[src/ols_pkg.sv]
package ols_pkg;

    localparam int OP_W     = 3;
    localparam int VALUE_W  = 32;
    localparam int STATUS_W = 2;
    localparam int POS_W    = 6;
    localparam int COUNT_W  = 7;

    typedef enum logic [OP_W-1:0] {
        OP_PUSH_FRONT = 3'd0,
        OP_PUSH_BACK  = 3'd1,
        OP_DELETE     = 3'd2,
        OP_FIND       = 3'd3,
        OP_READ_FRONT = 3'd4,
        OP_READ_BACK  = 3'd5
    } t_op;

    typedef enum logic [STATUS_W-1:0] {
        ST_OK        = 2'd0,
        ST_EMPTY     = 2'd1,
        ST_FULL      = 2'd2,
        ST_NOT_FOUND = 2'd3
    } t_status;

    typedef enum logic [1:0] {
        S_IDLE,
        S_READ,
        S_SEARCH,
        S_SHIFT
    } t_state;

    typedef struct packed {
        t_op                operation;
        logic [VALUE_W-1:0] value;
    } t_req;

    typedef struct packed {
        t_status            status;
        logic [VALUE_W-1:0] read_value;
        logic [POS_W-1:0]   position;
        logic [COUNT_W-1:0] entry_count;
    } t_resp;

endpackage

[src/ordered_list_store_unit.sv]
// channel   direction  handshake            beat
// request   in         start & !busy        i_req  (operation, value)
// result    out        o_valid, one cycle   o_resp (status, read_value, position, entry_count)
//
// push front / push back: result strobes the cycle after the request beat
// read front / read back: one synchronous ram read, then the result is registered in S_READ
// find: one entry compared per cycle from the front
// delete: walk to the match, then one entry moved per cycle through the single ram write port
// synchronous active-low reset empties the list; ram contents stay undefined
// the result is shown for one cycle and is never held back
module ordered_list_store_unit #(
    parameter int DEPTH      = 64,
    parameter int DATA_WIDTH = 32
) (
    input  logic          i_clk,
    input  logic          i_rst_n,
    input  logic          start,
    output logic          busy,
    input  ols_pkg::t_req i_req,
    output logic          o_valid,
    output ols_pkg::t_resp o_resp
);

    import ols_pkg::*;

    localparam int AW = $clog2(DEPTH);
    localparam int CW = $clog2(DEPTH + 1);
    localparam int SW = AW + 1;
    localparam int W  = (DATA_WIDTH < VALUE_W) ? DATA_WIDTH : VALUE_W;

    t_state         r_state, n_state;
    logic [CW-1:0]  r_count, n_count;
    logic [AW-1:0]  r_front, n_front;
    logic [AW-1:0]  r_slot, n_slot;
    logic [AW-1:0]  r_wslot, n_wslot;
    logic [AW-1:0]  r_idx, n_idx;
    t_op            r_op, n_op;
    logic [W-1:0]   r_val, n_val;
    logic           r_valid, n_valid;
    t_resp          r_resp, n_resp;

    logic           ram_we;
    logic [AW-1:0]  ram_waddr;
    logic [W-1:0]   ram_wdata;
    logic [AW-1:0]  ram_raddr;
    logic [W-1:0]   ram_rdata;

    logic [AW-1:0]  slot_next;
    logic [AW-1:0]  front_prev;
    logic [AW-1:0]  back_free;
    logic [AW-1:0]  back_last;
    logic           is_last;
    logic           is_full;
    logic           is_empty;

    function automatic logic [AW-1:0] wrap(input logic [SW-1:0] sum);
        logic [SW-1:0] d;
        d = SW'(DEPTH);
        return (sum >= d) ? AW'(sum - d) : AW'(sum);
    endfunction

    ols_ram #(
        .WIDTH (W),
        .DEPTH (DEPTH)
    ) u_ram (
        .i_clk   (i_clk),
        .i_we    (ram_we),
        .i_waddr (ram_waddr),
        .i_wdata (ram_wdata),
        .i_raddr (ram_raddr),
        .o_rdata (ram_rdata)
    );

    assign slot_next  = (r_slot == AW'(DEPTH - 1)) ? '0 : r_slot + 1'b1;
    assign front_prev = (r_front == '0) ? AW'(DEPTH - 1) : r_front - 1'b1;
    assign back_free  = wrap(SW'(r_front) + SW'(r_count));
    assign back_last  = wrap(SW'(r_front) + SW'(r_count) - SW'(1));
    assign is_last    = ((CW'(r_idx) + CW'(1)) == r_count);
    assign is_full    = (r_count >= CW'(DEPTH));
    assign is_empty   = (r_count == '0);

    always_ff @(posedge i_clk) begin
        if (!i_rst_n) begin
            r_state <= S_IDLE;
            r_count <= '0;
            r_front <= '0;
            r_valid <= 1'b0;
        end else begin
            r_state <= n_state;
            r_count <= n_count;
            r_front <= n_front;
            r_valid <= n_valid;
        end
        r_slot  <= n_slot;
        r_wslot <= n_wslot;
        r_idx   <= n_idx;
        r_op    <= n_op;
        r_val   <= n_val;
        r_resp  <= n_resp;
    end

    always_comb begin
        n_state   = r_state;
        n_count   = r_count;
        n_front   = r_front;
        n_slot    = r_slot;
        n_wslot   = r_wslot;
        n_idx     = r_idx;
        n_op      = r_op;
        n_val     = r_val;
        n_valid   = 1'b0;
        n_resp    = r_resp;
        ram_we    = 1'b0;
        ram_waddr = r_wslot;
        ram_wdata = ram_rdata;
        ram_raddr = slot_next;

        case (r_state)
            S_IDLE: begin
                ram_raddr = r_front;
                if (start) begin
                    n_op   = i_req.operation;
                    n_val  = i_req.value[W-1:0];
                    n_resp = '{status: ST_OK, read_value: '0, position: '0,
                               entry_count: COUNT_W'(r_count)};
                    case (i_req.operation)
                        OP_PUSH_FRONT, OP_PUSH_BACK: begin
                            n_valid = 1'b1;
                            if (is_full) begin
                                n_resp.status = ST_FULL;
                            end else begin
                                ram_we    = 1'b1;
                                ram_wdata = i_req.value[W-1:0];
                                if (i_req.operation == OP_PUSH_FRONT) begin
                                    ram_waddr = front_prev;
                                    n_front   = front_prev;
                                end else begin
                                    ram_waddr = back_free;
                                end
                                n_count = r_count + 1'b1;
                                n_resp.entry_count = COUNT_W'(r_count + 1'b1);
                            end
                        end
                        OP_DELETE, OP_FIND: begin
                            if (is_empty) begin
                                n_valid       = 1'b1;
                                n_resp.status = ST_EMPTY;
                            end else begin
                                n_slot  = r_front;
                                n_idx   = '0;
                                n_state = S_SEARCH;
                            end
                        end
                        OP_READ_FRONT, OP_READ_BACK: begin
                            if (is_empty) begin
                                n_valid       = 1'b1;
                                n_resp.status = ST_EMPTY;
                            end else begin
                                if (i_req.operation == OP_READ_BACK) begin
                                    ram_raddr = back_last;
                                end
                                n_state = S_READ;
                            end
                        end
                        default: begin
                            n_valid = 1'b1;
                        end
                    endcase
                end
            end
            S_READ: begin
                n_resp.read_value = VALUE_W'(ram_rdata);
                n_valid = 1'b1;
                n_state = S_IDLE;
            end
            S_SEARCH: begin
                // rdata holds the entry at r_idx, the next one is being read
                if (ram_rdata == r_val) begin
                    n_resp.read_value = VALUE_W'(r_val);
                    n_resp.position   = POS_W'(r_idx);
                    if (r_op == OP_FIND || is_last) begin
                        if (r_op == OP_DELETE) begin
                            n_count = r_count - 1'b1;
                            n_resp.entry_count = COUNT_W'(r_count - 1'b1);
                        end
                        n_valid = 1'b1;
                        n_state = S_IDLE;
                    end else begin
                        n_wslot = r_slot;
                        n_slot  = slot_next;
                        n_idx   = r_idx + 1'b1;
                        n_state = S_SHIFT;
                    end
                end else if (is_last) begin
                    n_resp.status = ST_NOT_FOUND;
                    n_valid = 1'b1;
                    n_state = S_IDLE;
                end else begin
                    n_slot = slot_next;
                    n_idx  = r_idx + 1'b1;
                end
            end
            S_SHIFT: begin
                // move entry r_idx up one place; writes trail the reads
                ram_we = 1'b1;
                if (is_last) begin
                    n_count = r_count - 1'b1;
                    n_resp.entry_count = COUNT_W'(r_count - 1'b1);
                    n_valid = 1'b1;
                    n_state = S_IDLE;
                end else begin
                    n_wslot = r_slot;
                    n_slot  = slot_next;
                    n_idx   = r_idx + 1'b1;
                end
            end
            default: begin
                n_state = S_IDLE;
            end
        endcase
    end

    assign busy    = (r_state != S_IDLE);
    assign o_valid = r_valid;
    assign o_resp  = r_resp;

    a_count_bound: assert property (@(posedge i_clk) disable iff (!i_rst_n)
        r_count <= CW'(DEPTH))
        else $error("entry count above depth");

    a_done_idle: assert property (@(posedge i_clk) disable iff (!i_rst_n)
        o_valid |-> !busy)
        else $error("result strobe while a request is still in work");

    a_push_count: assert property (@(posedge i_clk) disable iff (!i_rst_n)
        (start && !busy && !is_full
         && (i_req.operation == OP_PUSH_FRONT || i_req.operation == OP_PUSH_BACK))
        |=> (r_count == $past(r_count) + 1'b1) && o_valid)
        else $error("accepted push did not grow the list");

    a_shift_write: assert property (@(posedge i_clk) disable iff (!i_rst_n)
        (r_state == S_SHIFT) |-> (ram_we && r_op == OP_DELETE))
        else $error("entry move outside a delete");

endmodule

[src/ols_ram.sv]
module ols_ram #(
    parameter int WIDTH = 32,
    parameter int DEPTH = 64
) (
    input  logic                     i_clk,
    input  logic                     i_we,
    input  logic [$clog2(DEPTH)-1:0] i_waddr,
    input  logic [WIDTH-1:0]         i_wdata,
    input  logic [$clog2(DEPTH)-1:0] i_raddr,
    output logic [WIDTH-1:0]         o_rdata
);

    logic [WIDTH-1:0] r_mem [DEPTH];
    logic [WIDTH-1:0] r_rdata;

    always_ff @(posedge i_clk) begin
        if (i_we) begin
            r_mem[i_waddr] <= i_wdata;
        end
        r_rdata <= r_mem[i_raddr];
    end

    assign o_rdata = r_rdata;

endmodule
[config.mk]
export PLATFORM = sky130hd
export DESIGN_NAME = ordered_list_store_unit
export DESIGN_NICKNAME = d
export VERILOG_FILES = /design/src/ols_pkg.sv /design/src/ordered_list_store_unit.sv /design/src/ols_ram.sv
export SDC_FILE = /design/constraint.sdc
export NUM_CORES = 2
export LEC_CHECK = 0
export ABC_CLOCK_PERIOD_IN_PS = 6300
export BUFFER_PORTS_ARGS = -buffer_cell sky130_fd_sc_hd__buf_2
export CAP_MARGIN = 20
export CORE_UTILIZATION = 60
export CTS_CLUSTER_SIZE = 10
export DETAILED_ROUTE_END_ITERATION = 10
export HOLD_SLACK_MARGIN = 0.12
export PLACE_DENSITY = 0.76
export SKIP_CTS_REPAIR_TIMING = 1
export SYNTH_ARGS = -nofsm -noshare
export SYNTH_HDL_FRONTEND = slang
export SYNTH_SLANG_ARGS = --single-unit
[constraint.sdc]
create_clock -name i_clk -period 6.3 [get_ports i_clk]
set_input_delay 0.63 -clock i_clk [delete_from_list [all_inputs] [get_ports i_clk]]
set_output_delay 0.63 -clock i_clk [all_outputs]
set_load 0.03 [all_outputs]
==> Yosys cells after proc, flatten, opt, wreduce, memory -nomap -nowiden <==
Memories as Yosys holds them, arrays and structs flattened. A register that Yosys moved wholly into a read port is not among the register bits.
Index checks and enable logic that the tools add are counted.
{ "totals": {"ramBits": 2048, "output_inout_bits": 49, "input_bits": 38, "wordCells": 155, "memories": 1, "reg_bits": 116} }
{ "mem_list": {"columns": ["name", "depth", "word_bits", "rd", "rd_ports_with_merged_regs", "write_ports", "line", "text"], "rows": [
  ["u_ram.r_mem", 64, 32, 1, 1, 1, "ols_ram.sv:13", "logic [WIDTH-1:0] r_mem [DEPTH];"]
]} }
{ "classes": {"n_mux": 76, "n_lt_le_gt_ge": 3, "n_reduce_logical": 23, "n_eq_ne": 28, "n_addsub": 10, "n_bitwise": 1} }
{ "ops": {"columns": ["op", "count"], "rows": [
  ["6-bit two-way mux", 29],
  ["32-bit two-way mux", 4],
  ["32-bit one-hot mux with 3 select lines", 1],
  ["7-bit two-way mux", 7],
  ["47-bit two-way mux", 1],
  ["45-bit two-way mux", 1],
  ["7-bit one-hot mux with 3 select lines", 2],
  ["6-bit one-hot mux with 3 select lines", 2],
  ["32-bit equality test", 1],
  ["6-bit one-hot mux with 2 select lines", 2],
  ["7-bit greater-or-equal comparator, second input constant", 3],
  ["2-bit inequality test, second input constant", 10],
  ["2-bit two-way mux", 9],
  ["6-bit by 1-bit subtractor with 6-bit output, second input constant", 3],
  ["7-bit by 1-bit subtractor with 7-bit output, second input constant", 2],
  ["6-bit by 1-bit adder with 6-bit output, second input constant", 2],
  ["3-bit by 2-bit equality test with 1-bit output, second input constant", 4],
  ["1-bit two-way mux", 12],
  ["2-bit one-hot mux with 2 select lines", 3],
  ["4-bit AND reduction", 3],
  ["5-bit AND reduction", 2],
  ["3-bit inequality test, second input constant", 3],
  ["2-bit one-hot mux with 4 select lines", 1],
  ["6-bit by 1-bit adder with 7-bit output, second input constant", 1],
  ["25 further kinds", 33]
]} }

==> Longest topological paths before layout <==
{ "logic_depth": {"word_depth": 9, "depth_mapped": 16, "depth_no_buf": 12} }

==> By module <==
A second synthesis with hierarchy kept.
{ "hier_totals": {"cells_unflattened": 4118, "area_unflattened_um2": 85753.5} }
{ "by_module_without_submodules": {"columns": ["mod", "area_each_um2", "n_inst", "cells_each", "seq_area_each_um2"], "rows": [
  ["ols_ram", 79039.6, 1, 3511, 62139.6],
  ["ordered_list_store_unit", 6713.9, 1, 607, 3323.2]
]} }

==> Worst setup path after synthesis <==
Ideal clock, no wire load.
{ "synth_timing": {"path_kind": "register to register", "startpoint": "register r_state[1]", "endpoint": "memory u_ram.r_mem[32][0], enable pin", "slack_ps": 1793, "stages_incl_launch_ff": 11, "t_required_ps": 5879, "setup_time_ps": 421, "arrival_ps": 4086, "n_path_buf": 1, "synth_period_minus_slack_ps": 4507, "cell_sequence": "dfxtp_1 -> inv_1 -> ha_1 -> nand2_1 -> inv_1 -> nand2_1 -> clkbuf_1 -> a21o_1 -> a211oi_1 -> nand2_1 -> nor2_1"} }
{ "synth_between": {"elab_chain_len": 4, "word_cells_on_any_way": 6, "classes_between": "eq/ne (1); mux (4); reduce/logical (1)"} }
{ "synth_lines": {"columns": ["item", "line", "text"], "rows": [
  ["start, declared", "ordered_list_store_unit.sv:31", "t_state r_state, n_state;"],
  ["start signal, assigned", "ordered_list_store_unit.sv:89", "r_state <= n_state;"],
  ["2-bit equality test or 2-bit zero test (tied branches)", "ordered_list_store_unit.sv:118", "case (r_state)"],
  ["1-bit one-hot mux with 2 select lines", "ordered_list_store_unit.sv:118", null],
  ["1-bit two-way mux", "ols_ram.sv:17", "if (i_we) begin"],
  ["1-bit two-way mux (not written as such)", "ols_ram.sv:18", "r_mem[i_waddr] <= i_wdata;"],
  ["end, declared", "ols_ram.sv:13", null]
]} }
Parallel ways exist; a longest one is shown, timed or not.

==> Final worst setup path <==
{ "layout_timing": {"startpoint": "register r_count[0]", "endpoint": "register u_ram.r_rdata[1], in the netlist u_ram.o_rdata[1] (read register of u_ram.r_mem)"} }
{ "layout_between": {"elab_chain_len": 9, "word_cells_on_any_way": 11, "classes_between": "add/sub (3); order compare (1); mux (6); reduce/logical (1)"} }
{ "layout_lines": {"columns": ["item", "line", "text"], "rows": [
  ["start, declared", "ordered_list_store_unit.sv:32", "logic [CW-1:0] r_count, n_count;"],
  ["start signal, assigned", "ordered_list_store_unit.sv:90", "r_count <= n_count;"],
  ["6-bit by 7-bit adder with 7-bit output", "ordered_list_store_unit.sv:77", "assign back_last = wrap(SW'(r_front) + SW'(r_count) - SW'(1));"],
  ["7-bit by 1-bit subtractor with 7-bit output", "ordered_list_store_unit.sv:77", null],
  ["6-bit by 1-bit subtractor with 6-bit output or 7-bit greater-or-equal comparator (tied branches)", "ordered_list_store_unit.sv:59", "return (sum >= d) ? AW'(sum - d) : AW'(sum);"],
  ["6-bit two-way mux", "ordered_list_store_unit.sv:59", null],
  ["6-bit two-way mux", "ordered_list_store_unit.sv:159", "if (i_req.operation == OP_READ_BACK) begin"],
  ["6-bit two-way mux (*)", "ordered_list_store_unit.sv:155", "if (is_empty) begin"],
  ["6-bit two-way mux (*)", "ordered_list_store_unit.sv:126", "case (i_req.operation)"],
  ["6-bit two-way mux (*)", "ordered_list_store_unit.sv:121", "if (start) begin"],
  ["6-bit two-way mux (*)", "ordered_list_store_unit.sv:118", null],
  ["end, declared", "ols_ram.sv:14", "logic [WIDTH-1:0] r_rdata;"]
]} }
Mark *: on every way between the ends. The rest lies on a longest branch, timed or not.
A chain may end at the register's enable or synchronous reset.

==> summary.md <==
| Metric | Value |
|---|---|
| Slew HR | 0.180 |
| Clock transition at path regs | ~60 ps |
| Via-per-instance ratio | 6.63 |
| Yosys cell types | 65 |
| Synth Register Bits | 2196 |
| Syn nets | ~6400 |
| Status | finished clean |
| Unrepaired setup endpoints after global routing | no |
| Post-Synth XOR/XNOR Area | 0.00651 |
| Number of routed nets with antenna violations | 0 |
| Fin nets | approximately 6600 |
| Pleak | around 35 nW |
| DR pass1 iterations | 6 |
| Commonest cells post-synth | edfxtp_1, nand2_1, nand3_1 |
| Worst Reg-to-Reg Cells | 13 |
| Tot GR Track Use | 0.328 |
| Worst skew pair latency | 890 ps |
| Post-Synth Adder-Cell Area | 0.00323 |
| Clock root buffer | clkbuf_16 |
| Cell Chain, Critical Path | ha_1 -> fa_1 -> inv_1 -> ha_1 -> and3_1 -> a221o_1 -> and2_4 -> buf_4 -> and3_1 -> a31oi_1 -> a221oi_1 -> o22ai_1 -> or3_1 |
| Critical Path Start Type | flop |
| Slowest cell on the critical path | and2_4 |
| Synth Area in Compound Gates | 0.0550 |
| Top-count cell post-synth | edfxtp_1 |
| CP top delay family | simple AND/OR/NAND/NOR gates |
| Die W | ~380 µm |
| Vias in the first global route | around 54000 |
| Post-Syn Area | 87600 µm² |
| Top_reg_cell synth | edfxtp_1 |
| Max-Cap Viols | 0 |
| Fillcell total | about 9300 |
| Peak VDD IR | around 320 µV |
| Synth top area share | 0.736 |
| Worst path required time | ~7100 ps |
| Crit share post-route | 0.871 |
| Final worst slack | 814 ps |
| Clk_skew | ~50 ps |
| Shortest period the worst path allows | 5490 ps |
| Crit path DAT | ~6200 ps |
| Synth warn | 0 |
| First-pass GRT wire length | between 300000 and 400000 µm |
| Clock sink total | ~2200 |
| Setup TNS | 0 ps |
| Min-Delay Path Depth | 4 |
| Final hold viol count | 0 |
| Cell taking the most area after synthesis | edfxtp_1 |
| Mapped Cells | 6368 |
| Post-synth ARST share | 0 |
| Non-Filler Instances | between 8000 and 9000 |
| Setup CP Type | flop to flop |
| Initial drt markers | approximately 9400 |
| WL/cell | 28.5 µm |
| Pre-CTS setup slack | just under 1000 ps |
| Initial Util | 0.607 |
| Placed cells | a little over 8000 |
| Clock Path Buffers | 3 |
| Rows | around 140 |
| Layout cell share with drive strength beyond 1 | 0.104 |
| WP depth | 13 |
| Inserted Clock Buffers | between 200 and 250 |
| CP Max Fanout | 47 |
| Buffers added on ports | 86 |
| Critical path endpoint category | flop |
| CP max stage delay | approximately 770 ps |
| Die Ht | ~380 µm |
| DPL Wire Length | approximately 140000 µm |
| Die ar. | approximately 150000 µm² |
| Number of H-tree levels | 4 |
| Simple-gate portion of the synthesized area | 0.136 |
| Core ar. | 144000 µm² |
| Largest net degree at the start of global routing | between 100 and 150 |
| Initial antenna violation count | 18 |
| Routed vias | between 50000 and 60000 |
| Area Growth Syn to Fin | 12.3% |
| Placer Congestion | about 0.93 |
| Remaining DRCs | 0 |
| Syn avg cell area | 13.8 µm² |
| Total gr overflow | 0 |
| I/O pins | 87 |
| Util after Layout | 0.682 |
| Pwr Density | around 370 nW/µm² |
| Post-synthesis mux area share | 0.0311 |
| Least-Margin Pin Slew | ~1200 ps |
| Ranking of synthesized cells by area | edfxtp_1, nand2_1, nand3_1 |
| DRT Wirelength | 245000 µm |
| Slew Viols, Final | 0 |
| WP buf/inv | 2 |
| CTS tree | yes |
| Largest family of logic cells by synthesized area | simple AND/OR/NAND/NOR gates |
| Post-synth EDFFs | 2148 |
| FMAX | 0.182 GHz |
| Worst min-delay path class | primary input to flop |
| Final setup fails | 0 |
| Seq/Total Area, Yosys | 0.747 |
-- worst reg2reg max path, stage by stage (launching register included) --
cell	delay, ps
dfxtp_1	390
ha_1	270
fa_1	570
inv_1	70
ha_1	270
and3_1	150
a221o_1	260
and2_4	770
buf_4	730
and3_1	290
a31oi_1	50
a221oi_1	520
o22ai_1	530
or3_1	490
-- per-stage QoR --
stage	hold slack, ps	instance area, µm²	total power [mW]
final	264	98400	36.2
after detailed placement	554	91200	23.7
after global routing	263	98400	36.9
after CTS	-99.1	98000	36.0
after floorplan	491	87600	21.1
after global placement	557	91100	23.5
-- state kept, by name, indices dropped and copies added (netlist names) --
register	cells
o_resp	47
r_op	3
r_wslot	6
r_slot	6
r_idx	6
u_ram.o_rdata	32
o_valid	1
r_count	7
r_state	2
r_val	32
r_front	6
u_ram.r_mem	2048
-- cells in the final DEF (no fill, tap or decap), types with 11 or more instances in the layout --
cell and count:
edfxtp_1 2148, nand2_1 1774, nand3_1 514, a31oi_1 244, clkbuf_16 241, and3_1 217, mux2i_1 182, buf_4 179
clkbuf_1 112, a32oi_1 90, buf_2 87, nor2_4 65, a221oi_1 62, a32o_1 59, a21oi_1 54, nor2_1 51
dfxtp_1 48, xor2_1 44, nor2b_1 42, a22oi_1 37, dlygate4sd3_1 36, o22ai_1 35, buf_12 34, mux2_2 32
or3_1 32, mux4_2 24, o21ai_0 22, ha_1 21, inv_1 17, xnor2_1 16, and2_1 13, a211oi_1 12
nor4_1 11, nor3_1 11
-- path summary, 6_finish.rpt --
check	start	endpoint	slack (ps)
worst max-delay path	r_count[0]$_SDFFE_PN0P_	u_ram.o_rdata[1]$_DFF_P_	810
worst max register to register	r_count[0]$_SDFFE_PN0P_	u_ram.o_rdata[1]$_DFF_P_	810
worst min register to register	r_front[0]$_SDFFE_PN0P_	r_front[0]$_SDFFE_PN0P_	590
worst min-delay path	start	r_state[1]$_SDFFE_PN0P_	260
-- power breakdown --
| part | total [mW] | switching, mW | internal [mW] |
|---|---|---|---|
| Sequential | 18.3 | 0.354 | 18.0 |
| Clock | 12.5 | 5.42 | 7.08 |
| Combinational | 5.39 | 4.23 | 1.17 |
-- kinds of logic (layout without fill, tap and decap cells) --
kind of cell / count (synthesis) / after routing
muxes: 238 / 238
xor gates and xnor gates: 62 / 62
and+or+nand+nor: 2758 / 2758
DFF: 2196 / 2196
adders and majority gates: 22 / 22
AOI/OAI and AO/OA: 662 / 662
other: 0 / 3
buffers and inverters: 430 / 728
-- cell type report --
type / count / area (µm²) / area share
multi-input cells: 3742 / 20900 / 0.212
flip-flops and latches: 2196 / 65500 / 0.665
well taps: 1903 / 2380 / 0.0242
diodes: 3 / 7.51 / 0.0000763
clock buffers: 355 / 6480 / 0.0658
clock inverters: 17 / 317 / 0.00322
repair buffers: 337 / 2830 / 0.0287
inverters: 19 / 71.3 / 0.000725
-- per-layer routing --
layer | share of wire | track usage
met1 | 0.36 | 0.450
met2 | 0.45 | 0.493
met3 | 0.14 | 0.0858
met4 | 0.051 | 0.159
met5 | 0.00061 | 0
No activity file was read; power rests on OpenSTA's default activity.
